### config.mk
export PLATFORM = sky130hd
export DESIGN_NAME = marf_front_flat
export DESIGN_NICKNAME = d
export VERILOG_FILES = /design/src/sv/marf_pkg.sv /design/src/sv/marf_in_if.sv /design/src/sv/marf_front.sv /design/src/flat_wrapper.sv
export SDC_FILE = /design/constraint.sdc
export NUM_CORES = 1
export LEC_CHECK = 0
export BUFFER_PORTS_ARGS = -buffer_cell sky130_fd_sc_hd__buf_2
export CELL_PAD_IN_SITES_DETAIL_PLACEMENT = 0
export CELL_PAD_IN_SITES_GLOBAL_PLACEMENT = 1
export CORE_AREA = 2 2 155 157
export DETAILED_ROUTE_END_ITERATION = 10
export DIE_AREA = 0 0 157 159
export GPL_ROUTABILITY_DRIVEN = 1
export GPL_TIMING_DRIVEN = 0
export PLACE_DENSITY_LB_ADDON = 0.3
export RECOVER_POWER = 50
export SYNTH_ARGS = -nofsm -noshare
export SYNTH_HDL_FRONTEND = slang
export SYNTH_SLANG_ARGS = --single-unit
### constraint.sdc
create_clock -name i_clk -period 8.5 [get_ports i_clk]
set_input_delay 0.425 -clock i_clk [delete_from_list [all_inputs] [get_ports i_clk]]
set_output_delay 0.425 -clock i_clk [all_outputs]
set_load 0.02 [all_outputs]
### src/sv/marf_pkg.sv
// marf_pkg: shared constants, codes and types of the multichannel audio ring fifo
// used by the channel interfaces and by every module of the block
package marf_pkg;

    // ring geometry
    localparam int DEPTH_FRAMES = 4096;
    localparam int MAX_CHANNELS = 8;
    localparam int FRAME_W      = $clog2(DEPTH_FRAMES);
    localparam int CH_W         = $clog2(MAX_CHANNELS);
    localparam int ADDR_W       = $clog2(DEPTH_FRAMES * MAX_CHANNELS);
    localparam int MEM_WORDS    = DEPTH_FRAMES * MAX_CHANNELS;

    // item field widths
    localparam int OP_W     = 2;
    localparam int SAMPLE_W = 32;
    localparam int SEL_W    = 3;
    localparam int SLOT_W   = 11;
    localparam int GRANT_W  = 12;
    localparam int FILL_W   = 12;

    // configuration registers
    localparam int CC_W       = 4;
    localparam int PERIOD_W   = 12;
    localparam int CFG_IDX_W  = 1;
    localparam int CFG_DATA_W = 12;

    // effective channel count and wide compare widths
    localparam int NCH_W  = (CH_W + 1 > CC_W) ? CH_W + 1 : CC_W;
    localparam int WIDE_W = FRAME_W + GRANT_W;
    localparam logic [FILL_W-1:0] FILL_MAX = {FILL_W{1'b1}};

    // queue between front and back
    localparam int Q_DEPTH = 4;
    localparam int QP_W    = $clog2(Q_DEPTH);
    localparam int QC_W    = $clog2(Q_DEPTH + 1);

    // reset values of the configuration registers
    localparam logic [CC_W-1:0]     CC_RESET     = CC_W'(2);
    localparam logic [PERIOD_W-1:0] PERIOD_RESET = PERIOD_W'(1024);

    typedef enum logic [OP_W-1:0] {
        OP_WRITE  = 2'd0,
        OP_PERIOD = 2'd1,
        OP_READ   = 2'd2
    } t_op;

    typedef enum logic [CFG_IDX_W-1:0] {
        CFG_CHANNEL_COUNT = 1'b0,
        CFG_PERIOD_FRAMES = 1'b1
    } t_cfg_reg;

    // status fields of one result item, everything but the sample word
    typedef struct packed {
        logic               accepted;
        logic               sample_valid;
        logic [GRANT_W-1:0] granted_frames;
        logic               underrun;
        logic [FILL_W-1:0]  fill_frames;
        logic               half_out;
    } t_res;

    // one classified item handed from front to back
    typedef struct packed {
        logic                mem_we;
        logic                mem_re;
        logic [ADDR_W-1:0]   addr;
        logic [SAMPLE_W-1:0] wdata;
        t_res                res;
    } t_cmd;

endpackage

### src/sv/marf_in_if.sv
// marf_in_if: valid/ready channel carrying one input item
// field widths follow marf_pkg
interface marf_in_if;
    logic                             valid;
    logic                             ready;
    logic [marf_pkg::OP_W-1:0]        operation;
    logic [marf_pkg::SAMPLE_W-1:0]    sample_in;
    logic [marf_pkg::SEL_W-1:0]       channel_sel;
    logic [marf_pkg::SLOT_W-1:0]      slot_sel;
    logic                             buffer_half;

    modport source (
        output valid, operation, sample_in, channel_sel, slot_sel, buffer_half,
        input  ready
    );
    modport sink (
        input  valid, operation, sample_in, channel_sel, slot_sel, buffer_half,
        output ready
    );
endinterface

### src/sv/marf_front.sv
// marf_front: accepts items, keeps ring pointers, grant and config registers
// classifies each item into a memory command plus status; depends on marf_pkg
module marf_front (
    input  logic                             i_clk,
    input  logic                             i_rst_n,
    marf_in_if.sink                          i_in,
    input  logic                             i_cfg_we,
    input  logic [marf_pkg::CFG_IDX_W-1:0]   i_cfg_idx,
    input  logic [marf_pkg::CFG_DATA_W-1:0]  i_cfg_data,
    input  logic                             i_q_ready,
    output logic                             o_q_push,
    output marf_pkg::t_cmd                   o_q_cmd
);
    import marf_pkg::*;

    logic [CC_W-1:0]     r_cc;
    logic [PERIOD_W-1:0] r_period;
    logic [FRAME_W-1:0]  r_wpos, n_wpos;
    logic [FRAME_W-1:0]  r_rpos, n_rpos;
    logic [CH_W-1:0]     r_wcp, n_wcp;
    logic                r_dropping, n_dropping;
    logic [GRANT_W-1:0]  r_grant, n_grant;
    logic                r_underrun, n_underrun;
    logic                r_half, n_half;

    logic [NCH_W-1:0]    cc_x;
    logic [NCH_W-1:0]    nch;
    logic [FRAME_W-1:0]  used;
    logic                drop;
    logic                last_ch;
    logic [FRAME_W-1:0]  rpos_p;
    logic [FRAME_W-1:0]  used_p;
    logic [WIDE_W-1:0]   grant_w;
    logic                chan_ok;
    logic                in_grant;
    logic                in_period;
    logic [FRAME_W-1:0]  frame_sel;
    logic [CH_W-1:0]     ch_sel;
    logic [FRAME_W-1:0]  n_used;
    logic [WIDE_W-1:0]   waiting;
    logic                accept;
    t_op                 op;

    assign accept     = i_in.valid && i_q_ready;
    assign i_in.ready = i_q_ready;
    assign o_q_push   = accept;
    assign op         = t_op'(i_in.operation);

    // effective channel count, clamped to the supported range
    assign cc_x = NCH_W'(r_cc);
    always_comb begin
        if (cc_x < NCH_W'(2)) begin
            nch = NCH_W'(2);
        end else if (cc_x > NCH_W'(MAX_CHANNELS)) begin
            nch = NCH_W'(MAX_CHANNELS);
        end else begin
            nch = cc_x;
        end
    end

    // write side: drop decision is taken at the first channel of a frame
    assign used    = r_wpos - r_rpos;
    assign drop    = (r_wcp == '0) ? (used >= FRAME_W'(DEPTH_FRAMES - 1)) : r_dropping;
    assign last_ch = (NCH_W'(r_wcp) + NCH_W'(1)) >= nch;

    // period start: release old grant, then grant up to one period
    assign rpos_p  = r_rpos + FRAME_W'(r_grant);
    assign used_p  = r_wpos - rpos_p;
    assign grant_w = (WIDE_W'(used_p) < WIDE_W'(r_period)) ? WIDE_W'(used_p)
                                                           : WIDE_W'(r_period);

    // read side checks
    assign chan_ok   = NCH_W'(i_in.channel_sel) < nch;
    assign in_grant  = GRANT_W'(i_in.slot_sel) < r_grant;
    assign in_period = PERIOD_W'(i_in.slot_sel) < r_period;

    // next state
    always_comb begin
        n_wpos     = r_wpos;
        n_rpos     = r_rpos;
        n_wcp      = r_wcp;
        n_dropping = r_dropping;
        n_grant    = r_grant;
        n_underrun = r_underrun;
        n_half     = r_half;
        if (accept) begin
            case (op)
                OP_WRITE: begin
                    if (last_ch) begin
                        n_wcp      = '0;
                        n_dropping = 1'b0;
                        if (!drop) begin
                            n_wpos = r_wpos + FRAME_W'(1);
                        end
                    end else begin
                        n_wcp      = r_wcp + CH_W'(1);
                        n_dropping = drop;
                    end
                end
                OP_PERIOD: begin
                    n_rpos     = rpos_p;
                    n_grant    = GRANT_W'(grant_w);
                    n_underrun = (used_p == '0);
                    n_half     = i_in.buffer_half;
                end
                default: begin
                end
            endcase
        end
    end

    // fill level after the item, beyond the grant, saturated
    assign n_used  = n_wpos - n_rpos;
    assign waiting = (WIDE_W'(n_used) >= WIDE_W'(n_grant))
                   ? (WIDE_W'(n_used) - WIDE_W'(n_grant)) : '0;

    // memory address of the word touched by this item
    assign frame_sel = (op == OP_WRITE) ? r_wpos : (r_rpos + FRAME_W'(i_in.slot_sel));
    assign ch_sel    = (op == OP_WRITE) ? r_wcp  : CH_W'(i_in.channel_sel);

    // command for the back end
    always_comb begin
        o_q_cmd                    = '0;
        o_q_cmd.addr               = ADDR_W'(frame_sel) * ADDR_W'(MAX_CHANNELS)
                                   + ADDR_W'(ch_sel);
        o_q_cmd.wdata              = i_in.sample_in;
        o_q_cmd.res.granted_frames = n_grant;
        o_q_cmd.res.underrun       = n_underrun;
        o_q_cmd.res.half_out       = n_half;
        o_q_cmd.res.fill_frames    = (waiting > WIDE_W'(FILL_MAX)) ? FILL_MAX
                                                                   : FILL_W'(waiting);
        case (op)
            OP_WRITE: begin
                o_q_cmd.mem_we       = !drop;
                o_q_cmd.res.accepted = !drop;
            end
            OP_READ: begin
                o_q_cmd.mem_re           = chan_ok && !r_underrun && in_grant;
                o_q_cmd.res.sample_valid = chan_ok && (r_underrun ? in_period : in_grant);
            end
            default: begin
            end
        endcase
    end

    // configuration registers
    always_ff @(posedge i_clk) begin
        if (!i_rst_n) begin
            r_cc     <= CC_RESET;
            r_period <= PERIOD_RESET;
        end else if (i_cfg_we) begin
            case (t_cfg_reg'(i_cfg_idx))
                CFG_CHANNEL_COUNT: r_cc     <= CC_W'(i_cfg_data);
                CFG_PERIOD_FRAMES: r_period <= PERIOD_W'(i_cfg_data);
                default: begin
                end
            endcase
        end
    end

    // ring state registers
    always_ff @(posedge i_clk) begin
        if (!i_rst_n) begin
            r_wpos     <= '0;
            r_rpos     <= '0;
            r_wcp      <= '0;
            r_dropping <= 1'b0;
            r_grant    <= '0;
            r_underrun <= 1'b1;
            r_half     <= 1'b0;
        end else begin
            r_wpos     <= n_wpos;
            r_rpos     <= n_rpos;
            r_wcp      <= n_wcp;
            r_dropping <= n_dropping;
            r_grant    <= n_grant;
            r_underrun <= n_underrun;
            r_half     <= n_half;
        end
    end

    // a dropped frame is always in progress past its first channel
    a_drop_mid_frame: assert property (@(posedge i_clk) disable iff (!i_rst_n)
        r_dropping |-> (r_wcp != '0))
        else $error("frame drop flag set at frame boundary");

    // an underrun period never carries a grant
    a_underrun_no_grant: assert property (@(posedge i_clk) disable iff (!i_rst_n)
        r_underrun |-> (r_grant == '0))
        else $error("grant present during underrun");

endmodule

### src/flat_wrapper.sv
// flat-port wrapper written by rule: the top's interface ports become plain ports
module marf_front_flat import marf_pkg::*;
  (i_clk, i_rst_n, i_cfg_we, i_cfg_idx, i_cfg_data, i_q_ready, o_q_push, o_q_cmd, i_in_valid, i_in_operation, i_in_sample_in, i_in_channel_sel, i_in_slot_sel, i_in_buffer_half, i_in_ready);
  marf_in_if i_in_i ();
  input  logic i_clk;
  input  logic i_rst_n;
  input  logic i_cfg_we;
  input  logic [marf_pkg::CFG_IDX_W-1:0] i_cfg_idx;
  input  logic [marf_pkg::CFG_DATA_W-1:0] i_cfg_data;
  input  logic i_q_ready;
  output logic o_q_push;
  output marf_pkg::t_cmd o_q_cmd;
  input wire logic [$bits(i_in_i.valid)-1:0] i_in_valid;
  input wire logic [$bits(i_in_i.operation)-1:0] i_in_operation;
  input wire logic [$bits(i_in_i.sample_in)-1:0] i_in_sample_in;
  input wire logic [$bits(i_in_i.channel_sel)-1:0] i_in_channel_sel;
  input wire logic [$bits(i_in_i.slot_sel)-1:0] i_in_slot_sel;
  input wire logic [$bits(i_in_i.buffer_half)-1:0] i_in_buffer_half;
  output wire logic [$bits(i_in_i.ready)-1:0] i_in_ready;
  assign i_in_i.valid = i_in_valid;
  assign i_in_i.operation = i_in_operation;
  assign i_in_i.sample_in = i_in_sample_in;
  assign i_in_i.channel_sel = i_in_channel_sel;
  assign i_in_i.slot_sel = i_in_slot_sel;
  assign i_in_i.buffer_half = i_in_buffer_half;
  assign i_in_ready = i_in_i.ready;
  marf_front u_core (.i_clk(i_clk), .i_rst_n(i_rst_n), .i_in(i_in_i), .i_cfg_we(i_cfg_we), .i_cfg_idx(i_cfg_idx), .i_cfg_data(i_cfg_data), .i_q_ready(i_q_ready), .o_q_push(o_q_push), .o_q_cmd(o_q_cmd));
endmodule
==> results.py, run 1 <==
metrics = {
    "worst_setup_path": {
        "setup.worst_path.end_class": "primary output",
        "crit_arrival_ns": 7.52,
        "criticalPathCategory": "reg2out",
        "cp_num_buf_inv": 3,
        "critPathRequiredTime_ns": 8.08,
        "critical-path-top-delay-family": "compound AO/OA/AOI/OAI gates",
        "cp_max_fo": 10,
        "cp_slowest_cell": "or4_4",
        "slowest_delay_ns": 0.50,
        "startpoint_type": "flip-flop",
    },
    "die": {
        "die_h_um": 159,
        "io_pins": 146,
        "die_area_um2": 25000,
        "die_x_um": 157,
        "core_area_um2": 23200,
        "fp-row-count": 56,
        "start_util_pct": 29.6,
    },
    "drt": {
        "top_layer_used": "met4",
        "met2_length_mm": 9.91,
        "drt-total-wl_mm": 22.1,
        "drt_pass1_iterations": 4,
        "drt_iter0_drc": 275,
        "wirelength_met1_mm": 10.8,
        "routed-wl-met3_mm": 1.07,
        "dr_total_vias": 6474,
        "wire_per_inst_um": 16.3,
        "via_per_inst": 4.77,
        "ant_nets": 0,
        "drc": 0,
    },
    "sta": {
        "finalHoldViolCount": 0,
        "fin_crit_ns": 7.94,
        "slew_violations": 0,
        "tightest_slew_ns": 1.02,
        "max_clock_freq_mhz": 126,
        "fin_skew_ns": 0.0110,
        "setup_viol": 0,
        "slew_headroom_pct": 31.8,
        "timing.hold.ws_ns": 0.315,
        "period_share_pct": 93.4,
    },
    "global_route": {
        "grt_pass1_wl_mm": 33.4,
        "gr-total-overflow": 0,
        "antenna_found_initial": 0,
        "grt_use_total_pct": 17.4,
        "grt_pass1_vias": 6216,
        "grt_max_degree": 13,
    },
    "placed_design": {
        "gp_congestion": 0.918,
        "dp_hpwl_mm": 18.7,
        "dpl-instance-area_um2": 7830,
        "numPortBuffers": 113,
    },
    "flow_run": {
        "maxCapViolCount": 0,
    },
    "logic_synthesis": {
        "ys_types": 66,
        "syn_nets": 1083,
        "syn_area_um2": 6870,
        "yosysSeqAreaShare_pct": 16.9,
        "syn_inst": 903,
        "yosysWarnings": 0,
        "synth_edf_count": 0,
        "syn_avg_cell_area_um2": 7.61,
        "ys.flop_type": "dfxtp_1",
        "synth-seq-cells": 58,
        "async_flop_share_pct": 0,
    },
    "clock_network": {
        "clockBufferDepth": 2,
        "clk_pin_slew_worst_paths_ns": 0.07,
        "cts_sinks": 58,
        "cts_tree": "yes",
        "clock_latency_ns": 0.34,
        "cts_buffers": 9,
        "h-tree-depth": 3,
        "clockRootBuffer": "clkbuf_16",
    },
    "cells_and_area": {
        "final_common_cell": "ha_1",
        "syn2layout_area_growth_pct": 19.4,
        "fin_area_um2": 8200,
        "fill_cells": 2498,
        "antenna_cells": 0,
        "nNetsFinal": 1212,
        "layout-drive-gt1-share_pct": 15.1,
        "layout_common_cells": "107 x ha_1, 82 x a21oi_1, 81 x nand2_1",
    },
    "min_path": {
        "hp-class": "in2reg",
    },
    "power": {
        "p_leak_nw": 3.72,
        "power.density_nw_per_um2": 140,
        "ir_drop_mv": 0.107,
    },
    "run_status": {
        "outcome": "completed",
    },
}
-- final cells by class --
cell class / instances / area, um^2 / area share, %
buffer: 59 / 363 / 4.42
clock buffer: 9 / 225 / 2.75
clock inverter: 7 / 101 / 1.24
inverter: 67 / 251 / 3.07
multi-input combinational: 718 / 5140 / 62.7
sequential: 58 / 1160 / 14.2
tap: 319 / 399 / 4.87
timing repair buffer: 119 / 562 / 6.85
-- final timing paths --
| kind | startpoint | to | slack, ns | cells past startpoint |
|---|---|---|---|---|
| max | u_core.r_rpos[0] | o_q_cmd[6] | 0.56 | 34 |
| min | i_cfg_data[6] | u_core.r_period[6] | 0.31 | 3 |
| max reg2reg | u_core.r_rpos[0] | u_core.r_grant[10] | 3.35 | 23 |
| min reg2reg | u_core.r_period[1] | u_core.r_period[1] | 0.46 | 2 |
-- sequential cells by signal (all words and copies together) (netlist names) --
| name | flops |
|---|---|
| u_core.r_period | 12 |
| u_core.r_wcp | 3 |
| u_core.r_dropping | 1 |
| u_core.r_half | 1 |
| u_core.r_rpos | 12 |
| u_core.r_underrun | 1 |
| u_core.r_wpos | 12 |
| u_core.r_grant | 12 |
| u_core.cc_x | 4 |
-- worst register-to-register path: stages (launching register included) --
cell and delay [ns]:
dfxtp_1 0.46, ha_1 0.25, inv_1 0.06, fa_1 0.41, nor2b_1 0.13, o21ai_1 0.08
a21boi_1 0.17, o21ai_1 0.10, nand2b_1 0.10, xnor2_1 0.09, ha_1 0.23, or4_4 0.51
nor2_1 0.10, a21oi_1 0.12, a311o_1 0.38, o2bb2ai_1 0.16, xnor2_2 0.31, ha_1 0.30
nand2_1 0.13, a311oi_4 0.07, nor2_4 0.24, buf_4 0.20, mux2i_1 0.30, a211oi_1 0.12
-- cells in the mapped netlist (23+ instances only) --
cell | number | area share [%]
xor2_1 | 27 | 3.4
o21ai_1 | 23 | 1.7
nor2_1 | 78 | 4.3
inv_1 | 66 | 3.6
clkbuf_1 | 23 | 1.3
a21oi_1 | 82 | 6.0
a21o_1 | 29 | 3.2
o21ai_0 | 31 | 2.3
xnor2_1 | 29 | 3.7
nand2_1 | 81 | 4.4
dfxtp_1 | 58 | 17
buf_4 | 36 | 3.9
ha_1 | 107 | 19
-- through the flow --
step / setup TNS [ns] / cells / util, % / power (mW) / setup slack [ns]
2_1_floorplan: 0 / 903 / - / 0.593 / 1.40
3_5_place_dp: 0 / 1335 / 33.8 / 0.717 / 0.0740
4_1_cts: 0 / 1351 / 35.2 / 1.13 / 0.0674
6_report: 0 / 1356 / 35.4 / 1.14 / 0.560
5_1_grt: -0.0418 / 1356 / 35.4 / 1.21 / -0.00912
3_3_place_gp: 0 / 1335 / 33.8 / 0.718 / 0.166
-- routing by layer --
| metal | vias up | GRT usage, % |
|---|---|---|
| li1 | 3417 | - |
| met1 | 2910 | 24.4 |
| met2 | 133 | 28.1 |
| met3 | 14 | 1.80 |
| met4 | 0 | 5.38 |
| met5 | - | 0 |
-- power breakdown --
group,switching (mW),internal (mW)
Combinational,0.271,0.180
Sequential,0.00731,0.278
Clock,0.150,0.259
Total,0.429,0.716
-- kinds of logic (layout without fill, tap and decap cells) --
family	after synthesis	count (layout)	synth area share (%)
and+or+nand+nor	280	280	19.7
AOI/OAI and AO/OA	249	249	22.7
buffers and inverters	127	261	8.93
adders and majority gates	113	113	21.2
xor gates and xnor gates	58	58	7.71
DFF	58	58	16.9
muxes	18	18	2.73
-- repair_timing --
action | CTS | global route
pin swaps | 0 | 2
buffers inserted | 0 | 6
setup endpoints to repair | 11 | 12
gates resized for setup | 3 | 10
hold buffers | 0 | 0
(Power assumes the default switching activity.)
==> run 2, diff against run 1 <==
==> constraint.sdc (replaced) <==
create_clock -name i_clk -period 6.95 [get_ports i_clk]
set_input_delay 0.3475 -clock i_clk [delete_from_list [all_inputs] [get_ports i_clk]]
set_output_delay 0.3475 -clock i_clk [all_outputs]
set_load 0.02 [all_outputs]
==> results.py, run 2 (synthesized netlist as in run 1, its figures left out) <==
metrics = {
    "global_route": {
        "grt_pass1_vias": 6603,
        "grt_use_total_pct": 18.7,
        "antenna_found_initial": 0,
        "gr-total-overflow": 0,
        "grt_max_degree": 13,
        "grt_pass1_wl_mm": 35.8,
    },
    "drt": {
        "via_per_inst": 4.87,
        "drc": 0,
        "drt_pass1_iterations": 4,
        "drt-total-wl_mm": 23.7,
        "dr_total_vias": 6867,
        "wire_per_inst_um": 16.8,
        "drt_iter0_drc": 333,
        "ant_nets": 0,
    },
    "worst_setup_path": {
        "r2r_end": "u_core.r_grant[10]",
        "reg2reg_from": "u_core.r_grant[0]",
        "setup.worst_path.end_class": "primary output",
        "critPathRequiredTime_ns": 6.60,
        "cp_num_buf_inv": 5,
        "ff2ff_path_depth": 25,
        "startpoint_type": "flip-flop",
        "slowest_delay_ns": 0.56,
        "crit_arrival_ns": 6.69,
        "cp_num_cells": 32,
        "critical-path-top-delay-family": "compound AO/OA/AOI/OAI gates",
        "cp_slowest_cell": "fa_1",
        "critical_path.startpoint": "u_core.r_rpos[0]",
        "cp_max_fo": 5,
        "criticalPathCategory": "reg2out",
        "crit_top_cell": "ha_4",
        "crit_end": "o_q_cmd[4]",
        "rrSetupSlack_ns": 2.28,
    },
    "sta": {
        "tightest_slew_ns": 0.923,
        "fin_skew_ns": 0.00883,
        "fin_tns_setup_ns": -0.632,
        "max_clock_freq_mhz": 142,
        "fin_crit_ns": 7.04,
        "finalHoldViolCount": 0,
        "rsz0062_at_grt": "true",
        "slew_violations": 0,
        "setup_ws_ns": -0.0865,
        "period_share_pct": 101,
        "timing.hold.ws_ns": 0.249,
        "setup_viol": 12,
        "slew_headroom_pct": 38.2,
    },
    "cells_and_area": {
        "syn2layout_area_growth_pct": 35.8,
        "fin_area_um2": 9330,
        "fill_cells": 2432,
        "nNetsFinal": 1265,
        "antenna_cells": 0,
        "postLayoutCoreUtil_pct": 40.2,
        "layout_common_cells": "94 x ha_1, 90 x buf_4, 79 x nand2_1",
        "final-seq-area_um2": 1170,
        "multi_input_area_um2": 5710,
        "layout-drive-gt1-share_pct": 27.2,
        "instances_no_fill": 1409,
        "final_common_cell": "ha_1",
    },
    "die": {
        "die_h_um": 159,
        "die_area_um2": 25000,
        "die_x_um": 157,
        "start_util_pct": 29.6,
        "fp-row-count": 56,
        "core_area_um2": 23200,
        "io_pins": 146,
    },
    "power": {
        "seq_power_share_pct": 21.7,
        "clock_power_share_pct": 29.8,
        "p_leak_nw": 4.12,
        "power.density_nw_per_um2": 172,
        "p_sw_mw": 0.612,
        "comb_power_share_pct": 48.5,
        "ir_drop_mv": 0.183,
        "switching_share_pct": 38.2,
        "p_int_mw": 0.990,
    },
    "placed_design": {
        "gp_congestion": 0.861,
        "dpl-instance-area_um2": 7860,
        "place_inst": 1335,
        "numPortBuffers": 113,
        "dp_hpwl_mm": 18.8,
    },
    "run_status": {
        "outcome": "finished, violations left",
        "violations": "setup timing",
    },
    "flow_run": {
        "maxCapViolCount": 0,
    },
    "clock_network": {
        "cts_buffers": 9,
        "clock_latency_ns": 0.34,
        "clockBufferDepth": 2,
        "cts_sinks": 58,
        "cts_tree": "yes",
        "h-tree-depth": 3,
        "clk_pin_slew_worst_paths_ns": 0.06,
        "clockRootBuffer": "clkbuf_16",
    },
    "min_path": {
        "hp-class": "in2reg",
        "min_from": "i_cfg_data[6]",
    },
}
run 2: worst min path at each step:
stage | end | depth (start not counted)
final | u_core.r_period[6] | 3
after global routing | u_core.r_period[4] | 3
after CTS | u_core.r_period[4] | 3
after detailed placement | u_core.r_period[1] | 2
after global placement | u_core.r_period[1] | 2
after floorplan | u_core.r_period[1] | 2
run 2: power groups by stage:
| stage | Combinational, mW | Sequential, mW | Clock [mW] |
|---|---|---|---|
| 2_1_floorplan | 0.381 | 0.352 | 0 |
| 6_report | 0.776 | 0.348 | 0.478 |
| 5_1_grt | 0.835 | 0.349 | 0.498 |
| 3_5_place_dp | 0.530 | 0.356 | 0 |
| 3_3_place_gp | 0.530 | 0.356 | 0 |
| 4_1_cts | 0.688 | 0.348 | 0.484 |
run 2: routing by layer:
metal,GRT usage [%],routed length (um),up-vias
met5,0,0,-
met2,30.7,11000,139
met1,25.5,11200,3181
li1,-,-,3516
met4,5.96,569,0
met3,2.10,953,31
run 2: final cells by class:
class	instances	area share, %
plain buffers	57	4.04
clock buffers	10	2.56
clock inverters	6	0.778
inverters	67	2.78
multi-input cells	718	61.3
flip-flops and latches	58	12.6
well taps	319	4.28
repair buffers	174	11.7
run 2: per-stage QoR:
stage / setup slack, ns / power [mW]
2_1_floorplan: 0.0256 / 0.733
3_3_place_gp: -1.13 / 0.886
3_5_place_dp: -1.15 / 0.886
4_1_cts: -0.252 / 1.52
5_1_grt: -0.462 / 1.68
6_report: -0.0865 / 1.60
run 2: worst reg2reg max path: stages, from the launching register on:
cell and delay [ns]:
dfxtp_4 0.37, ha_4 0.14, inv_2 0.03, fa_2 0.35
nor2b_2 0.13, o21ai_2 0.08, a21boi_2 0.16, o21ai_2 0.08
nand2b_1 0.11, xnor2_2 0.10, ha_4 0.17, or4_4 0.50
nor2_4 0.12, a21oi_4 0.06, a311o_1 0.29, o2bb2ai_2 0.14
xnor2_2 0.23, ha_4 0.26, nand2_4 0.08, a311oi_4 0.04
buf_6 0.16, nor2_4 0.22, buf_6 0.14, buf_6 0.13
mux2i_1 0.30, a211oi_1 0.12
run 2: repair_timing:
action / CTS / global route
hold buffers: 0 / 0
pin swaps: 35 / 45
buffers inserted: 53 / 14
setup endpoints to repair: 12 / 13
gates resized for setup: 93 / 73
gates cloned: 2 / 0
==> run 3, diff against run 2 <==
--- a/config.mk
+++ b/config.mk
@@ -8,9 +8,9 @@
 export BUFFER_PORTS_ARGS = -buffer_cell sky130_fd_sc_hd__buf_2
 export CELL_PAD_IN_SITES_DETAIL_PLACEMENT = 0
 export CELL_PAD_IN_SITES_GLOBAL_PLACEMENT = 1
-export CORE_AREA = 2 2 155 157
+export CORE_AREA = 2 2 131 185
 export DETAILED_ROUTE_END_ITERATION = 10
-export DIE_AREA = 0 0 157 159
+export DIE_AREA = 0 0 133 187
 export GPL_ROUTABILITY_DRIVEN = 1
 export GPL_TIMING_DRIVEN = 0
 export PLACE_DENSITY_LB_ADDON = 0.3
==> results.py, run 3 (synthesized netlist as in run 1, its figures left out) <==
metrics = {
    "drt": {
        "drt-total-wl_mm": 23.9,
        "dr_total_vias": 6882,
        "drt_pass1_iterations": 4,
        "ant_nets": 0,
        "via_per_inst": 4.99,
        "drt_iter0_drc": 198,
        "drc": 0,
        "wire_per_inst_um": 17.3,
    },
    "cells_and_area": {
        "syn2layout_area_growth_pct": 32.9,
        "layout_common_cells": "95 x ha_1, 79 x nand2_1, 78 x buf_4",
        "nNetsFinal": 1245,
        "layout-drive-gt1-share_pct": 26.3,
        "final_common_cell": "ha_1",
        "multi_input_area_um2": 5660,
        "postLayoutCoreUtil_pct": 39.0,
        "antenna_cells": 0,
        "fill_cells": 2478,
        "fin_area_um2": 9130,
        "final-seq-area_um2": 1170,
    },
    "clock_network": {
        "clockRootBuffer": "clkbuf_16",
        "cts_hold_buf": 0,
        "clock_latency_ns": 0.34,
        "cts_sinks": 58,
        "cts_tree": "yes",
        "clockBufferDepth": 2,
        "h-tree-depth": 3,
        "clk_pin_slew_worst_paths_ns": 0.06,
        "cts_buffers": 9,
    },
    "power": {
        "p_leak_nw": 4.04,
        "total_power_mw": 1.65,
        "ir_drop_mv": 0.172,
        "power.density_nw_per_um2": 180,
    },
    "sta": {
        "setup_viol": 12,
        "fin_crit_ns": 7.18,
        "slew_headroom_pct": 35.3,
        "period_share_pct": 103,
        "finalHoldViolCount": 0,
        "timing.hold.ws_ns": 0.235,
        "fin_tns_setup_ns": -2.57,
        "rsz0062_at_grt": "true",
        "tightest_slew_ns": 0.966,
        "setup_ws_ns": -0.234,
        "max_clock_freq_mhz": 139,
        "slew_violations": 0,
        "fin_skew_ns": 0.0111,
    },
    "flow_run": {
        "maxCapViolCount": 0,
    },
    "global_route": {
        "grt_use_total_pct": 18.9,
        "grt_pass1_vias": 6980,
        "grt_max_degree": 13,
        "grt_pass1_wl_mm": 36.5,
        "antenna_found_initial": 0,
        "gr-total-overflow": 0,
    },
    "worst_setup_path": {
        "crit_top_cell": "a21oi_2",
        "reg2reg_from": "u_core.r_grant[0]",
        "critical-path-top-delay-family": "compound AO/OA/AOI/OAI gates",
        "startpoint_type": "flip-flop",
        "crit_arrival_ns": 6.84,
        "criticalPathCategory": "reg2out",
        "cp_slowest_cell": "a311o_1",
        "cp_num_buf_inv": 6,
        "setup.worst_path.end_class": "primary output",
        "cp_max_fo": 5,
        "critical_path.startpoint": "u_core.r_grant[0]",
        "critPathRequiredTime_ns": 6.60,
        "slowest_delay_ns": 0.39,
    },
    "die": {
        "die_area_um2": 24900,
        "die_h_um": 187,
        "start_util_pct": 29.4,
        "fp-row-count": 67,
        "io_pins": 146,
        "die_x_um": 133,
        "core_area_um2": 23400,
    },
    "min_path": {
        "hp-class": "in2reg",
        "min_from": "i_cfg_data[8]",
    },
    "placed_design": {
        "numPortBuffers": 113,
        "gp_congestion": 0.892,
        "dp_hpwl_mm": 19.5,
        "dpl-instance-area_um2": 7840,
    },
    "run_status": {
        "violations": "setup timing",
        "outcome": "finished, violations left",
    },
}
[run 3: tightest hold or removal path, delay by kind of cell]
kind	cells	cell delay [ns]
buf+inv	1	0.10
compound gates	1	0.05
simple gates	1	0.04
[run 3: metrics by stage]
step | worst slack (ns) | std cells
floorplan | 0.0256 | 903
global placement | -1.20 | 1326
detailed placement | -1.23 | 1326
CTS | -0.308 | 1374
global route | -0.528 | 1380
finish | -0.234 | 1380
[run 3: path summary, 6_finish.rpt]
kind                            cells past startpoint            endpoint  slack, ns
worst max register to register                     28   u_core.r_grant[6]       2.07
worst min-delay path                                3  u_core.r_period[8]       0.24
worst max-delay path                               37          o_q_cmd[5]      -0.23
worst min register to register                      2  u_core.r_period[1]       0.45
[run 3: layout make-up]
class / instances / area share [%]
inverter: 67 / 2.81
clock buffer: 9 / 2.47
buffer: 57 / 4.14
sequential: 58 / 12.9
clock inverter: 7 / 1.37
multi-input combinational: 718 / 62.0
timing repair buffer: 154 / 10.1
tap: 310 / 4.25
[run 3: layer usage]
layer	GRT usage, %	vias up	share of wire (%)
met2	37.2	156	54
met1	20.6	3213	40
met3	1.41	34	3.2
met5	0	-	0
met4	6.95	0	3.1
li1	-	3479	-
[run 3: power breakdown]
part	total, mW	switching [mW]	internal, mW
clock	0.538	0.185	0.353
combinational	0.760	0.411	0.349
sequential	0.348	0.00963	0.339
total	1.65	0.606	1.04
[run 3: repair_timing]
item	CTS	global route
pin swaps	54	36
setup endpoints to repair	12	12
cloned	1	1
gates resized for setup	119	30
setup buffers	34	5
