==> config.mk <==
export PLATFORM = sky130hd
export DESIGN_NAME = marf_queue
export DESIGN_NICKNAME = d
export VERILOG_FILES = /design/src/sv/marf_pkg.sv /design/src/sv/marf_queue.sv
export SDC_FILE = /design/constraint.sdc
export NUM_CORES = 1
export LEC_CHECK = 0
export BUFFER_PORTS_ARGS = -buffer_cell sky130_fd_sc_hd__buf_2
export CAP_MARGIN = 20
export CORE_MARGIN = 8
export CORE_UTILIZATION = 55
export CTS_BUF_LIST = sky130_fd_sc_hd__clkbuf_4 sky130_fd_sc_hd__clkbuf_8
export DETAILED_ROUTE_END_ITERATION = 10
export PLACE_DENSITY = 0.77
export SKIP_LAST_GASP = 1
export SYNTH_ARGS = -nofsm -noshare
export SYNTH_HDL_FRONTEND = slang
export SYNTH_SLANG_ARGS = --single-unit
export TNS_END_PERCENT = 100
==> constraint.sdc <==
create_clock -name i_clk -period 3.4 [get_ports i_clk]
set_input_delay 0.17 -clock i_clk [delete_from_list [all_inputs] [get_ports i_clk]]
set_output_delay 0.17 -clock i_clk [all_outputs]
set_load 0.02 [all_outputs]
==> src/sv/marf_pkg.sv <==
// marf_pkg: shared constants, codes and types of the multichannel audio ring fifo
// used by the channel interfaces and by every module of the block
package marf_pkg;

    // ring geometry
    localparam int DEPTH_FRAMES = 4096;
    localparam int MAX_CHANNELS = 8;
    localparam int FRAME_W      = $clog2(DEPTH_FRAMES);
    localparam int CH_W         = $clog2(MAX_CHANNELS);
    localparam int ADDR_W       = $clog2(DEPTH_FRAMES * MAX_CHANNELS);
    localparam int MEM_WORDS    = DEPTH_FRAMES * MAX_CHANNELS;

    // item field widths
    localparam int OP_W     = 2;
    localparam int SAMPLE_W = 32;
    localparam int SEL_W    = 3;
    localparam int SLOT_W   = 11;
    localparam int GRANT_W  = 12;
    localparam int FILL_W   = 12;

    // configuration registers
    localparam int CC_W       = 4;
    localparam int PERIOD_W   = 12;
    localparam int CFG_IDX_W  = 1;
    localparam int CFG_DATA_W = 12;

    // effective channel count and wide compare widths
    localparam int NCH_W  = (CH_W + 1 > CC_W) ? CH_W + 1 : CC_W;
    localparam int WIDE_W = FRAME_W + GRANT_W;
    localparam logic [FILL_W-1:0] FILL_MAX = {FILL_W{1'b1}};

    // queue between front and back
    localparam int Q_DEPTH = 4;
    localparam int QP_W    = $clog2(Q_DEPTH);
    localparam int QC_W    = $clog2(Q_DEPTH + 1);

    // reset values of the configuration registers
    localparam logic [CC_W-1:0]     CC_RESET     = CC_W'(2);
    localparam logic [PERIOD_W-1:0] PERIOD_RESET = PERIOD_W'(1024);

    typedef enum logic [OP_W-1:0] {
        OP_WRITE  = 2'd0,
        OP_PERIOD = 2'd1,
        OP_READ   = 2'd2
    } t_op;

    typedef enum logic [CFG_IDX_W-1:0] {
        CFG_CHANNEL_COUNT = 1'b0,
        CFG_PERIOD_FRAMES = 1'b1
    } t_cfg_reg;

    // status fields of one result item, everything but the sample word
    typedef struct packed {
        logic               accepted;
        logic               sample_valid;
        logic [GRANT_W-1:0] granted_frames;
        logic               underrun;
        logic [FILL_W-1:0]  fill_frames;
        logic               half_out;
    } t_res;

    // one classified item handed from front to back
    typedef struct packed {
        logic                mem_we;
        logic                mem_re;
        logic [ADDR_W-1:0]   addr;
        logic [SAMPLE_W-1:0] wdata;
        t_res                res;
    } t_cmd;

endpackage

==> src/sv/marf_queue.sv <==
// marf_queue: short command queue between front and back
// lets either side stall on its own; depends on marf_pkg
module marf_queue (
    input  logic            i_clk,
    input  logic            i_rst_n,
    input  logic            i_push,
    input  marf_pkg::t_cmd  i_cmd,
    output logic            o_ready,
    output logic            o_valid,
    output marf_pkg::t_cmd  o_cmd,
    input  logic            i_pop
);
    import marf_pkg::*;

    t_cmd             r_slot [Q_DEPTH];
    logic [QP_W-1:0]  r_wptr;
    logic [QP_W-1:0]  r_rptr;
    logic [QC_W-1:0]  r_count;
    logic             do_push;
    logic             do_pop;

    assign o_ready = (r_count != QC_W'(Q_DEPTH));
    assign o_valid = (r_count != '0);
    assign o_cmd   = r_slot[r_rptr];
    assign do_push = i_push && o_ready;
    assign do_pop  = i_pop && o_valid;

    // entry storage
    always_ff @(posedge i_clk) begin
        if (do_push) begin
            r_slot[r_wptr] <= i_cmd;
        end
    end

    // pointers and occupancy
    always_ff @(posedge i_clk) begin
        if (!i_rst_n) begin
            r_wptr  <= '0;
            r_rptr  <= '0;
            r_count <= '0;
        end else begin
            if (do_push) begin
                r_wptr <= (r_wptr == QP_W'(Q_DEPTH - 1)) ? '0 : r_wptr + QP_W'(1);
            end
            if (do_pop) begin
                r_rptr <= (r_rptr == QP_W'(Q_DEPTH - 1)) ? '0 : r_rptr + QP_W'(1);
            end
            case ({do_push, do_pop})
                2'b10:   r_count <= r_count + QC_W'(1);
                2'b01:   r_count <= r_count - QC_W'(1);
                default: r_count <= r_count;
            endcase
        end
    end

    // occupancy never exceeds the queue depth
    a_count_range: assert property (@(posedge i_clk) disable iff (!i_rst_n)
        r_count <= QC_W'(Q_DEPTH))
        else $error("queue occupancy out of range");

    // pointer distance matches occupancy while not full
    a_ptr_count: assert property (@(posedge i_clk) disable iff (!i_rst_n)
        (r_count < QC_W'(Q_DEPTH)) |-> (QP_W'(r_wptr - r_rptr) == QP_W'(r_count)))
        else $error("queue pointers disagree with occupancy");

endmodule

==> results of run 1 <==
kinds of logic (layout without fill, tap and decap cells):
| group | after synthesis | after routing | synth area share (%) |
|---|---|---|---|
| flops | 317 | 317 | 81.25 |
| mux | 78 | 78 | 15.03 |
| buf+inv | 27 | 343 | 1.358 |
| simple gates | 21 | 21 | 1.046 |
| fa+ha+maj | 7 | 7 | 0.8194 |
| compound gates | 7 | 7 | 0.3450 |
| xor+xnor | 2 | 2 | 0.1510 |
final cells by class:
class	count	area, µm²
clock buffers	62	772.0
clock inverters	24	186.4
fillers	1228	6351
inverters	7	26.28
multi-input cells	115	2033
flip-flops and latches	317	9437
well taps	275	344.1
repair buffers	250	1739
how the worst min path moves through the flow:
stage	cells after the start	slack [ns]	to
finish	3	0.11	flop
global route	3	0.12	flop
CTS	3	0.08	flop
detailed placement	1	0.38	r_slot[0][73]
global placement	1	0.38	r_slot[0][56]
floorplan	0	0.27	r_slot[0][0]
cells in the mapped netlist:
master	n	area share, %
sky130_fd_sc_hd__mux2i_1	1	0.086
sky130_fd_sc_hd__clkbuf_1	5	0.16
sky130_fd_sc_hd__o21ai_1	1	0.043
sky130_fd_sc_hd__nand4_1	1	0.054
sky130_fd_sc_hd__dfxtp_1	9	1.6
sky130_fd_sc_hd__inv_1	7	0.23
sky130_fd_sc_hd__nor2_1	2	0.065
sky130_fd_sc_hd__and2_4	1	0.075
sky130_fd_sc_hd__edfxtp_1	308	80
sky130_fd_sc_hd__ha_1	6	0.65
sky130_fd_sc_hd__buf_6	6	0.58
sky130_fd_sc_hd__buf_2	9	0.39
sky130_fd_sc_hd__and2_1	2	0.11
sky130_fd_sc_hd__mux4_2	77	15
sky130_fd_sc_hd__and3_2	4	0.26
sky130_fd_sc_hd__o31ai_1	1	0.065
sky130_fd_sc_hd__xor2_1	1	0.075
sky130_fd_sc_hd__o21ai_0	4	0.17
sky130_fd_sc_hd__nand2_1	6	0.19
sky130_fd_sc_hd__xnor2_1	1	0.075
sky130_fd_sc_hd__or3b_1	1	0.075
sky130_fd_sc_hd__or3_2	2	0.13
sky130_fd_sc_hd__fa_1	1	0.17
sky130_fd_sc_hd__nand3_1	2	0.086
sky130_fd_sc_hd__a21boi_0	1	0.065
state kept, by name (all words and copies together), names as in the netlist, named ones only:
name and cells:
r_slot 308, r_wptr 2, r_count 3, r_rptr 2
worst max-delay path, delay by kind of cell (launching register included):
family | cells | cell delay, ns
buffers and inverters | 2 | 0.11
XOR/XNOR | 1 | 0.16
adder cells (fa/ha/maj) | 2 | 0.54
AND/OR/NAND/NOR | 3 | 1.11
AO/OA/AOI/OAI | 1 | 0.23
flip-flops | 1 | 0.38
power breakdown:
group / leakage (nW) / total (mW) / switching, mW / internal [mW]
Clock: 0.497 / 3.07 / 1.36 / 1.71
Sequential: 2.90 / 4.88 / 0.167 / 4.71
Combinational: 1.58 / 2.51 / 1.41 / 1.10
Total: 4.97 / 10.5 / 2.94 / 7.52
routing by layer:
| layer | wire length, µm | track usage [%] | up-vias | share of wire [%] |
|---|---|---|---|---|
| li1 | - | - | 2520 | - |
| met1 | 8910 | 20.38 | 2938 | 40 |
| met2 | 11770 | 30.58 | 176 | 53 |
| met3 | 1203 | 4.429 | 38 | 5.4 |
| met4 | 482 | 6.145 | 0 | 2.2 |
| met5 | 0 | 0 | - | 0 |
through the flow:
step / cells / power, mW
finish: 1050 / 10.46
global route: 1050 / 10.90
CTS: 1049 / 10.56
detailed placement: 882 / 7.415
global placement: 882 / 7.348
floorplan: 459 / 6.629
what timing repair did:
action | 4_1_cts | 5_1_grt
setup endpoints to repair | 0 | 0
hold buffers | 81 | 0
endpoints found under the hold margin | 316 | 0
==> flow_results.org, run 1 <==
** STA
- Derived from the worst setup path, the maximum achievable clock frequency is roughly 380 MHz.
- Setup WS post-layout :: between 0.7 and 0.8 ns
- Hold timing on the final database bottoms out at a slack of about 0.11 ns.
- Headroom to the max-slew limit came out at between 40% and 50%.
- Count of final hold-check violations :: 0
- The number of slew-limit violations in the final report was 0.
- Clock skew on the completed layout was measured at between 0.009 and 0.01 ns.
- At the pin with the least slew margin, the transition time is between 0.7 and 0.8 ns.
- Final sum of negative setup slack :: 0 ns
- Number of setup violations in the final report :: 0
- Unrepaired setup endpoints after global routing :: false
- The clock period could shrink to 2.619 ns.
- The final critical path takes up roughly 77% of the cycle.

** Final layout
- Diodes inserted :: 0
- Commonest non-fill, non-tap cell in the layout :: sky130_fd_sc_hd__edfxtp_1
- Once layout is done, the placed cells without fillers occupy between 10,000 and 15,000 µm².
- In the layout the commonest cells are 308 x sky130_fd_sc_hd__edfxtp_1, 159 x sky130_fd_sc_hd__buf_2, 81 x sky130_fd_sc_hd__dlygate4sd3_1.
- Fraction of the core area covered by cells at the end of the flow :: a little over two thirds
- The post-route netlist has 42.19% of its cells at a drive strength greater than 1.
- Post-synthesis to final-layout area growth :: 25.27%
- Final #Nets :: 826

** Clock network
- In this run the post-CTS setup repair buffer count came out at 0.
- H-tree depth :: 2
- The clock reaches the later pin of the worst-skew pair after approximately 0.54 ns.
- Post-cts resize count :: 0
- CTS Root Cell :: sky130_fd_sc_hd__clkbuf_8
- Clock-pin slew was measured on the worst setup and hold paths at about 0.060 ns.
- Counting along the longest clock path gives a buffer depth of 3.
- Number of buffers added by the clock tree synthesis step :: 47
- TritonCTS built the clock tree.
- Counting every sink on the clock net gives 317.

** Detailed routing
- In the routed layout, each cell is associated on average with a via count of roughly 5.4.
- The first TritonRoute pass finished after 4 iterations.
- Aggregate routed wire length :: approximately 22 mm
- Number of violations reported at the end of detailed-routing iteration 0 :: 252
- Via count of the routed design :: around 5,700
- For this run, design rule violations remaining after detail routing come to 0.
- Wire length per cell :: between 20 and 25 µm
- Once detail routing completed, the nets flagged for antenna violations numbered 0.

** Placement
- After detailed placement, the total cell area comes to between 10,000 and 15,000 µm².
- Routability-driven placement finished with a final weighted congestion of slightly above 0.7.
- Input and output buffers added on the ports amount to 159.
- Worst setup slack after placement :: 0.8099 ns
- Detailed placement ended at an HPWL of approximately 13 mm.

** Floorplanning
- The total area inside the core boundary comes to around 21,000 µm².
- In this run the count of I/O pins placed on the die edge is 160.
- Area of the die :: around 26,000 µm²
- Measured along the y axis, the die boundary spans 161.3 µm.
- In this run the horizontal extent of the chip is roughly 160 µm.
- Initial core utilization :: approximately 56%
- The floorplan has between 50 and 60 rows.

** Yosys
- The synthesized design contains approximately 320 register bits.
- Warnings from Yosys :: 0
- A synthesized cell averages 25.28 µm².
- Synthesized cell area :: 11,600 µm²
- Synthesized instance count :: between 400 and 500
- Seq/Total Area, Yosys :: between 80% and 90%
- Yosys mapped the design onto 25 distinct sky130hd cell types.
- Nets in the synthesized netlist :: 547

** Power
- VDD sags by at most 0.4885 mV.
- Power spread over the standard cell area amounts to 719.6 nW/µm².
- Leakage power :: 4.974 nW

** Worst setup path
- In this run the critical register-to-register path is launched from r_count[2].
- Most frequent cell on the critical path :: sky130_fd_sc_hd__inv_1
- Tracing the worst setup path back leads to its startpoint at r_count[2].
- The critical path is of the reg -> reg type.
- Traced cell by cell, the critical path runs through or3b_1 > and2_4 > inv_1 > ha_1 > inv_1 > fa_1 > xor2_1 > or3_2 > a21boi_0.
- Capture point of the critical path :: r_count[2]
- Along the worst path, the maximum fanout reaches 7.
- STA classifies the critical path startpoint as a flop.
- Required arrival time at the worst endpoint :: 3.85 ns
- Library cell contributing the largest single delay on the critical path :: sky130_fd_sc_hd__or3b_1
- Cell count of the worst reg-to-reg path :: 9
- For this run, the slowest stage of the critical path takes 0.48 ns.
- STA puts the critical path data arrival time at 3.07 ns.
- The endpoint identified for the worst register-to-register timing path is r_count[2].
- STA classifies the critical path endpoint as a flop.
- The worst register-to-register path has a setup slack of between 0.7 and 0.8 ns.

** Global route
- First-pass GRT wire length :: between 30 and 40 mm
- Summed over all layers, the global routing overflow is 0.
- Number of antenna violations at the first check in global routing :: 0
- Entering global routing, the biggest net connects a little under 80 pins.
- Global routing used 17.36% of the available tracks across all layers.
- Number of global-route vias before repair :: between 6,000 and 7,000

** Worst hold path
- In this run the worst hold path is classified as in -> reg.
- In this run the most critical hold path is launched from i_pop.

** Run status
- The run finished with clean final reports.

** Flow run
- The tool flagged a number of max-cap violations equal to 0.
(Power assumes the default switching activity.)
==> run 2: changes to the inputs <==
--- a/config.mk
+++ b/config.mk
@@ -5,13 +5,14 @@
 export SDC_FILE = /design/constraint.sdc
 export NUM_CORES = 1
 export LEC_CHECK = 0
+export ABC_AREA = 1
 export BUFFER_PORTS_ARGS = -buffer_cell sky130_fd_sc_hd__buf_2
 export CAP_MARGIN = 20
 export CORE_MARGIN = 8
-export CORE_UTILIZATION = 55
+export CORE_UTILIZATION = 54
 export CTS_BUF_LIST = sky130_fd_sc_hd__clkbuf_4 sky130_fd_sc_hd__clkbuf_8
 export DETAILED_ROUTE_END_ITERATION = 10
-export PLACE_DENSITY = 0.77
+export PLACE_DENSITY = 0.78
 export SKIP_LAST_GASP = 1
 export SYNTH_ARGS = -nofsm -noshare
 export SYNTH_HDL_FRONTEND = slang
==> constraint.sdc (replaced) <==
create_clock -name i_clk -period 2.3 [get_ports i_clk]
set_input_delay 0.115 -clock i_clk [delete_from_list [all_inputs] [get_ports i_clk]]
set_output_delay 0.115 -clock i_clk [all_outputs]
set_load 0.02 [all_outputs]
==> run 2 against run 1 <==
Compared with the run above: critical path depth fell by 5; via count rose by 34%; sequential power rose by 45%; non-clock buffer count rose by 11; final cell count rose by 32%; hold slack got worse by 0.037 ns; area after synthesis rose by 2.6%; clock power rose by 42%; total power rose by 58%; first-iteration DRC count rose to 2.7 times the previous value; clock skew rose by 0.0081 ns; largest power group unchanged.
==> flow_results.org, run 2 <==
** Worst setup path
- The worst setup path is launched from a flop.
- Setup Crit Path Kind :: reg -> out
- Of all nets on the critical path, the largest fanout is 98.
- Worst path bufs/invs :: 2
- In this design, the stage delay of the slowest critical-path cell is 0.41 ns.
- Required arrival time at the worst endpoint :: about 2.2 ns
- Worst setup slack for register-to-register paths :: 0.23 ns
- Cell family contributing the most delay on the critical path :: buffers and inverters
- Reg2reg end :: r_wptr[0]
- Counting buffers and inverters, the worst setup path is 4 cells deep.
- STA classifies the critical path endpoint as an output port.
- The number of cells on the worst reg-to-reg path is 8.
- Data arrival time of the worst path :: 2.06 ns
- Traced cell by cell, the critical path runs through buf_12 > o21ai_0 > o22ai_1 > buf_2.
- Library cell contributing the largest single delay on the critical path :: sky130_fd_sc_hd__dfxtp_4
- The worst register-to-register path begins at r_wptr[0].

** STA
- The number of slew-limit violations in the final report came to 0.
- Achievable frequency :: about 460 MHz
- The final count of hold timing violations came to 0.
- Final Cycle Share :: 94.55%
- Final min period :: 2.175 ns
- Setup violations remaining at the end of the flow were counted as 0.
- Least-Margin Pin Slew :: 0.4926 ns
- The clock arrives with approximately 0.018 ns of skew.
- Unrepaired setup endpoints after global routing :: false
- After routing, the total negative slack on setup checks comes to 0 ns.
- Relative slew slack :: between 60% and 70%

** Detailed routing
- For this run, design rule violations remaining after detail routing come to 0.
- Summed over all layers, the routed wires come to about 26 mm.
- The first detailed-routing pass ran for 5 iterations.
- The detail route stage leaves a number of antenna-violating nets equal to 0.
- Using the TritonRoute via totals, the vias-per-cell ratio works out to between 5 and 6.
- The detailed router finished its first iteration with 687 violations.
- Wire length per cell :: between 15 and 20 µm
- Detailed routing inserted a total of approximately 7,600 vias.

** Final layout
- In the layout the commonest cells are 308 x sky130_fd_sc_hd__edfxtp_1, 163 x sky130_fd_sc_hd__nor2_1, 159 x sky130_fd_sc_hd__buf_2.
- Of the cells placed in the final design, the portion with a size suffix greater than 1 is between 20% and 30%.
- Leaving out fill and tap cells, the most frequent cell in the layout is sky130_fd_sc_hd__edfxtp_1.
- # fillers :: roughly 1,400
- In the final layout, flip-flops and latches occupy 9434 µm².
- Total area of multi-input combinational cells :: approximately 2100 µm²
- Largest registers in the final layout :: r_slot x308, r_count x3
- Final #Nets :: roughly 1,200
- From synthesis to final layout, the design area changed by 24.03%.
- Number of flip-flops under the largest register name :: ~310
- Fraction of the core area covered by cells at the end of the flow :: about two thirds
- Register with the most flip-flops :: r_slot
- Diodes inserted :: 0

** Yosys
- Dividing the synthesized area by the synthesized cell count gives 14.65 µm².
- The netlist uses 24 different library cells.
- Cell with the most instances after synthesis :: sky130_fd_sc_hd__edfxtp_1
- The synthesized design contains between 300 and 400 register bits.
- Yosys printed 0 warnings.
- Area fraction of the dominant cell type after synthesis :: 77.67%
- Yosys attributes the largest share of cell area to sky130_fd_sc_hd__edfxtp_1 78%, sky130_fd_sc_hd__o21ai_0 6.3%, sky130_fd_sc_hd__nor2_1 5.3%.
- Synthesized instance count :: 813
- Count of flip-flops with a built-in enable after synthesis :: just over 300
- The number of nets in the synthesized netlist is about 900.
- The share of the Yosys chip area taken by registers is just under 80%.
- Leading post-synthesis cells by instance count :: 308 x sky130_fd_sc_hd__edfxtp_1, 167 x sky130_fd_sc_hd__nor2_1, 151 x sky130_fd_sc_hd__o21ai_0
- Synthesized cell area :: 11,910 µm²
- Cell taking the most area after synthesis :: sky130_fd_sc_hd__edfxtp_1
- Counting flops with an async set or reset pin after synthesis yields a share of 0%.
- Commonest register cell after synthesis :: sky130_fd_sc_hd__edfxtp_1

** Worst hold path
- Class of the most critical hold timing path :: in -> reg
- Along the worst hold path, the cell count comes to 4.
- The worst hold path terminates at r_wptr[1].
- Worst min-delay path startpoint :: i_push

** Clock network
- Clock tree synthesis inserted a total of 47 buffers.
- TritonCTS built the clock tree.
- Clock latency on the worst-skew pair :: 0.55 ns
- In this run the deepest clock path goes through 3 buffers.
- CTS Root Cell :: sky130_fd_sc_hd__clkbuf_8
- Clock-pin slew was measured on the worst setup and hold paths at ~0.060 ns.
- H-tree depth :: 2
- Clock sink count :: between 300 and 400

** Placement
- Count of buffers from port buffering :: 159
- Routability-driven placement finished with a final weighted congestion of ~0.76.
- DPL Wire Length :: about 14 mm

** Power
- Logic gate share of total power :: between 30% and 40%
- Switching share of power :: about 34%
- Part of the total power dissipated in sequential elements :: 42.9%
- For this design the total switching power over the nets is between 5 and 6 mW.
- Cell-internal power :: approximately 11 mW
- Maximum ir drop on the vdd rail :: 0.7595 mV
- Overall power consumption after layout is estimated at between 15 and 20 mW.
- The clock network accounts for a little over a quarter of the total power.
- Dividing total power by cell area gives a power density of roughly 1100 nW/µm².
- For this design the static power due to leakage is 5.308 nW.

** Floorplanning
- The floorplan step defined a core boundary enclosing 21,760 µm².
- Initial core utilization :: between 50% and 60%
- Std cell rows :: 54
- The die is about 160 µm tall.
- Width of the die :: around 160 µm
- The die covers ~27,000 µm².
- I/O pin total :: 160

** Flow run
- Max-cap violations in this run came to 0.

** Global route
- The via count of the first global-routing pass came to about 7,600.
- Entering global routing, the biggest net connects just under 100 pins.
- After global routing the overflow that remains totals 0.
- All-Layer GR Usage :: between 10% and 20%
- Number of antenna violations at the first check in global routing :: 0
- The first global-routing pass estimated 39.63 mm of wire.

** Run status
- The flow ran to the end, and the final reports show no timing, DRC or antenna violations.
-- run 2: changes by cell type in the layout (fill, tap and decap cells not counted), moves of 7 or more --
| cell | previous run | this run |
|---|---|---|
| sky130_fd_sc_hd__inv_1 | 7 | 15 |
| sky130_fd_sc_hd__mux4_2 | 77 | 0 |
| sky130_fd_sc_hd__nand2_1 | 6 | 13 |
| sky130_fd_sc_hd__nor2_1 | 2 | 163 |
| sky130_fd_sc_hd__o21ai_0 | 4 | 151 |
| sky130_fd_sc_hd__o22ai_1 | 0 | 76 |
-- run 2: worst max-delay path by stage --
stage / endpoint / slack (ns) / startpoint
4_1_cts: o_cmd[10] / 0.07 / flop
3_3_place_gp: r_count[2] / 0.52 / r_count[1]
2_1_floorplan: r_slot[0][0] / 0.03 / r_count[1]
3_5_place_dp: r_count[2] / 0.47 / r_count[1]
5_1_grt: o_cmd[0] / 0.01 / flop
6_report: o_cmd[76] / 0.13 / flop
-- run 2: through the flow --
stage	cell area, µm²	worst slack [ns]	std cells	hold WS, ns
final	14770	0.1253	1389	0.07040
after floorplan	11950	0.03318	813	0.2139
after detailed placement	13040	0.4705	1224	0.3310
after global routing	14770	0.01165	1389	0.06247
after global placement	13040	0.5191	1224	0.3279
after CTS	14760	0.06599	1389	0.02868
-- run 2: final cells by class --
type | instances | area share (%)
timing repair buffer | 261 | 12.65
tap | 280 | 2.372
multi-input combinational | 430 | 14.43
inverter | 17 | 0.5252
sequential | 317 | 63.88
clock inverter | 17 | 0.7116
clock buffer | 67 | 5.439
-- run 2: cell families (layout without fill, tap and decap cells) --
| kind of cell | after synthesis | count (layout) | synth area share [%] |
|---|---|---|---|
| flops | 317 | 317 | 79.18 |
| compound gates | 237 | 237 | 10.82 |
| buf+inv | 66 | 362 | 3.257 |
| fa+ha+maj | 7 | 7 | 0.7986 |
| simple gates | 186 | 186 | 5.937 |
-- run 2: power groups by stage --
stage                     registers, mW  logic, mW  clock network (mW)
after detailed placement           7.19       4.96                   0
final                              7.08       5.07                4.37
after global placement             7.18       4.90                   0
after floorplan                    7.17       3.30                   0
after global routing               7.12       5.51                4.68
after CTS                          7.08       5.11                4.43
-- run 2: worst register-to-register path: stages (launching register included) --
cell                            delay [ns]
sky130_fd_sc_hd__dfxtp_1              0.35
sky130_fd_sc_hd__ha_1                 0.20
sky130_fd_sc_hd__inv_1                0.10
sky130_fd_sc_hd__nand2_1              0.07
sky130_fd_sc_hd__nand3_1              0.08
sky130_fd_sc_hd__nand2_1              0.04
sky130_fd_sc_hd__dlygate4sd3_1        0.55
sky130_fd_sc_hd__nor2_1               0.08
sky130_fd_sc_hd__dlygate4sd3_1        0.54
-- run 2: routing by layer --
| metal | global-route usage (%) | wire (µm) |
|---|---|---|
| met3 | 4.985 | 2059 |
| met5 | 0 | 0 |
| met1 | 23.50 | 10640 |
| met2 | 31.09 | 12560 |
| met4 | 6.593 | 571 |
-- run 2: repair_timing --
action / in CTS / in global routing
hold endpoints to repair: 317 / 0
gates resized for setup: 1 / 2
hold buffers: 81 / 0
setup endpoints to repair: 1 / 4
setup buffers: 0 / 0
==> run 3: changes to the inputs <==
--- a/config.mk
+++ b/config.mk
@@ -9,10 +9,10 @@
 export BUFFER_PORTS_ARGS = -buffer_cell sky130_fd_sc_hd__buf_2
 export CAP_MARGIN = 20
 export CORE_MARGIN = 8
-export CORE_UTILIZATION = 54
-export CTS_BUF_LIST = sky130_fd_sc_hd__clkbuf_4 sky130_fd_sc_hd__clkbuf_8
+export CORE_UTILIZATION = 51
+export CTS_BUF_LIST = sky130_fd_sc_hd__clkbuf_8 sky130_fd_sc_hd__clkbuf_16
 export DETAILED_ROUTE_END_ITERATION = 10
-export PLACE_DENSITY = 0.78
+export PLACE_DENSITY = 0.75
 export SKIP_LAST_GASP = 1
 export SYNTH_ARGS = -nofsm -noshare
 export SYNTH_HDL_FRONTEND = slang
==> run 3 against run 2 <==
Compared with the run above: sequential share of layout area fell by 0.45 points; clock-buffer cell count fell by 37; die area rose by 5.3%; utilization fell by 3.8 points; register-to-register slack got worse by 0.07 ns; via count fell by 1.4%; clock skew fell by 0.0025 ns; hold slack improved by 0.24 ns.
==> flow_results.org, run 3 (synthesis gave the netlist of run 2 again) <==
** Run status
- The run finished with clean final reports.

** Final layout
- The largest registers in the layout are r_slot x308, r_count x3.
- Summing all multi-input logic gate instances after layout gives between 2000 and 2500 µm².
- The finished cells cover 14,870 µm².
- In the final layout, the share of cells above drive strength 1 is a little over a fifth.
- Fraction of the core area covered by cells at the end of the flow :: 64.13%
- In the layout the commonest cells are 308 x sky130_fd_sc_hd__edfxtp_1, 163 x sky130_fd_sc_hd__nor2_1, 159 x sky130_fd_sc_hd__buf_2.
- Commonest non-fill, non-tap cell in the layout :: sky130_fd_sc_hd__edfxtp_1
- Number of flip-flops under the largest register name :: approximately 300
- In the final design database the tool counted around 1,100 nets.
- Area taken by flip-flops and latches :: roughly 9400 µm²
- The area growth from synthesis to layout is 24.91%.
- More flip-flops sit in one register than any other, and that register is r_slot.
- After the flow finishes, the layout carries non-filler instances totaling ~1,400.
- After filler insertion, the fill cell instance count of the layout stands at roughly 1,600.

** Global route
- For this run the aggregate overflow at the end of global routing stands at 0.
- First-pass GRT wire length :: roughly 40 mm
- Number of global-route vias before repair :: around 7,600
- Entering global routing, the biggest net connects 101 pins.
- The number of antenna violations at the first check in global routing is 3.
- Global routing used between 10% and 20% of the available tracks across all layers.

** Worst setup path
- Nature of the critical path endpoint :: output port
- Data on the critical path arrives at its endpoint at 2.05 ns.
- At the worst endpoint, the required time is about 2.2 ns.
- Startpoint kind of the worst setup timing path :: flop
- The critical path is of the reg -> out type.
- Along the worst path, the maximum fanout reaches 28.

** Power
- In this run the power density over the cells is between 1000 and 1500 nW/µm².
- Total power for the finished layout comes to between 15 and 20 mW.
- Clock Power Share :: a little over a quarter
- Leakage power :: between 5 and 6 nW
- The share of total power dissipated in sequential elements is 42.4%.
- Across the VDD grid, the largest voltage drop is ~0.84 mV.
- Logic gate share of total power :: 30.5%
- Cell-internal power :: ~11 mW
- In this run switching power makes up between 30% and 40% of total power.
- Switching Power :: 5.697 mW

** STA
- Final Cycle Share :: a little over nine tenths
- The number of slew-limit violations in the final report was 0.
- Least-Margin Pin Slew :: approximately 0.54 ns
- Setup repair after global routing left no endpoint under its margin.
- Final min period :: ~2.2 ns
- Hold slack :: approximately 0.31 ns
- Count of final hold-check violations :: 0
- Final sum of negative setup slack :: 0 ns
- Relative slew slack :: around 64%
- Setup violations remaining at the end of the flow were counted as 0.
- Achievable frequency :: about 460 MHz
- Post-Route Skew :: about 0.016 ns
- Setup WS post-layout :: 0.1345 ns

** Floorplanning
- Std cell rows :: 56
- Initial core utilization :: between 50% and 60%
- Die Height :: between 150 and 200 µm
- The floorplan step defined a core boundary enclosing between 20,000 and 25,000 µm².
- The die covers between 20,000 and 30,000 µm².
- In this run the horizontal extent of the chip is between 150 and 200 µm.
- For this design the top-level I/O count stands at 160.

** Placement
- Port buffering added about 160 buffers.
- Final weighted congestion in routability-driven placement :: slightly below 0.8
- Worst setup slack after placement :: 0.4564 ns
- Total instance count after detailed placement :: 1,258
- Summing all placed instances gives a cell area of 13,060 µm².
- Detailed placement finished with a half-perimeter wire length of 13.91 mm.

** Detailed routing
- After detailed routing, the average wire length per cell comes to 18.94 µm.
- Detailed-route vias per instance :: 5.349
- The first detailed-routing pass took 5 iterations.
- Aggregate routed wire length :: 26.52 mm
- The final route contains 7,488 vias.
- Number of violations reported at the end of detailed-routing iteration 0 :: approximately 640
- For this run, design rule violations remaining after detail routing come to 0.
- ANT nets after route :: 0

** Clock network
- TritonCTS built the clock tree.
- H-tree depth :: 1
- CTS Root Cell :: sky130_fd_sc_hd__clkbuf_16
- Clock latency on the worst-skew pair :: ~0.55 ns
- Clock-pin slew on the worst setup and hold paths :: roughly 0.06 ns
- CTS saw 317 sinks.
- Number of buffers added by the clock tree synthesis step :: 30
- The clock passes through at most 3 buffers.

** Worst hold path
- The worst hold path belongs to the class in -> reg.

** Flow run
- Max-capacitance violation count :: 0
==> run 3: cell count changes in the layout (fill, tap and decap cells not counted), moves of 2 or more <==
| cell | change |
|---|---|
| sky130_fd_sc_hd__clkbuf_16 | +31 |
| sky130_fd_sc_hd__clkinv_2 | +4 |
| sky130_fd_sc_hd__clkinv_1 | -2 |
| sky130_fd_sc_hd__buf_4 | -6 |
| sky130_fd_sc_hd__clkbuf_4 | -19 |
| sky130_fd_sc_hd__clkbuf_8 | -48 |
| sky130_fd_sc_hd__inv_6 | -2 |
| sky130_fd_sc_hd__inv_1 | +4 |
| sky130_fd_sc_hd__diode_2 | +3 |
==> run 3: power by group through the flow <==
stage	Clock (mW)	Sequential [mW]	Combinational, mW
finish	4.57	7.13	5.13
floorplan	0	7.17	3.30
CTS	4.64	7.12	5.05
detailed placement	0	7.24	4.90
global placement	0	7.22	4.82
global route	4.87	7.18	5.58
==> run 3: metal layers <==
metal | up-vias | part of all wire, % | global-route usage, %
met5 | - | 0 | 0
met4 | 0 | 1.9 | 5.629
met3 | 43 | 6.9 | 4.100
met2 | 242 | 51 | 31.53
met1 | 3662 | 40 | 21.43
li1 | 3541 | - | -
==> run 3: final cells by class <==
class | instances | area share (%)
sequential | 317 | 63.43
multi-input combinational | 430 | 14.33
timing repair buffer | 259 | 12.75
clock buffer | 30 | 5.047
tap | 319 | 2.683
clock inverter | 25 | 1.178
inverter | 17 | 0.5384
antenna | 3 | 0.05047
==> run 3: worst max-delay path: stages, from the launching register on <==
cell                      delay (ns)
sky130_fd_sc_hd__dfxtp_2        0.41
sky130_fd_sc_hd__inv_2          0.12
sky130_fd_sc_hd__buf_4          0.32
sky130_fd_sc_hd__o21ai_0        0.15
sky130_fd_sc_hd__o22ai_1        0.26
sky130_fd_sc_hd__buf_2          0.23
==> run 3: timing repair <==
action	CTS	global route
hold buffers	82	0
hold endpoints to repair	317	0
setup endpoints to repair	0	30
resized for setup	0	5
buffers inserted	0	1
==> run 3: final timing paths <==
check / from / endpoint / slack (ns) / depth (start not counted)
worst max register to register: r_count[1] / flop / 0.16 / 8
worst min register to register: r_rptr[1] / flop / 0.53 / 2
worst min-delay path: i_cmd[52] / r_slot[2][52] / 0.31 / 2
worst max-delay path: flop / o_cmd[0] / 0.13 / 5
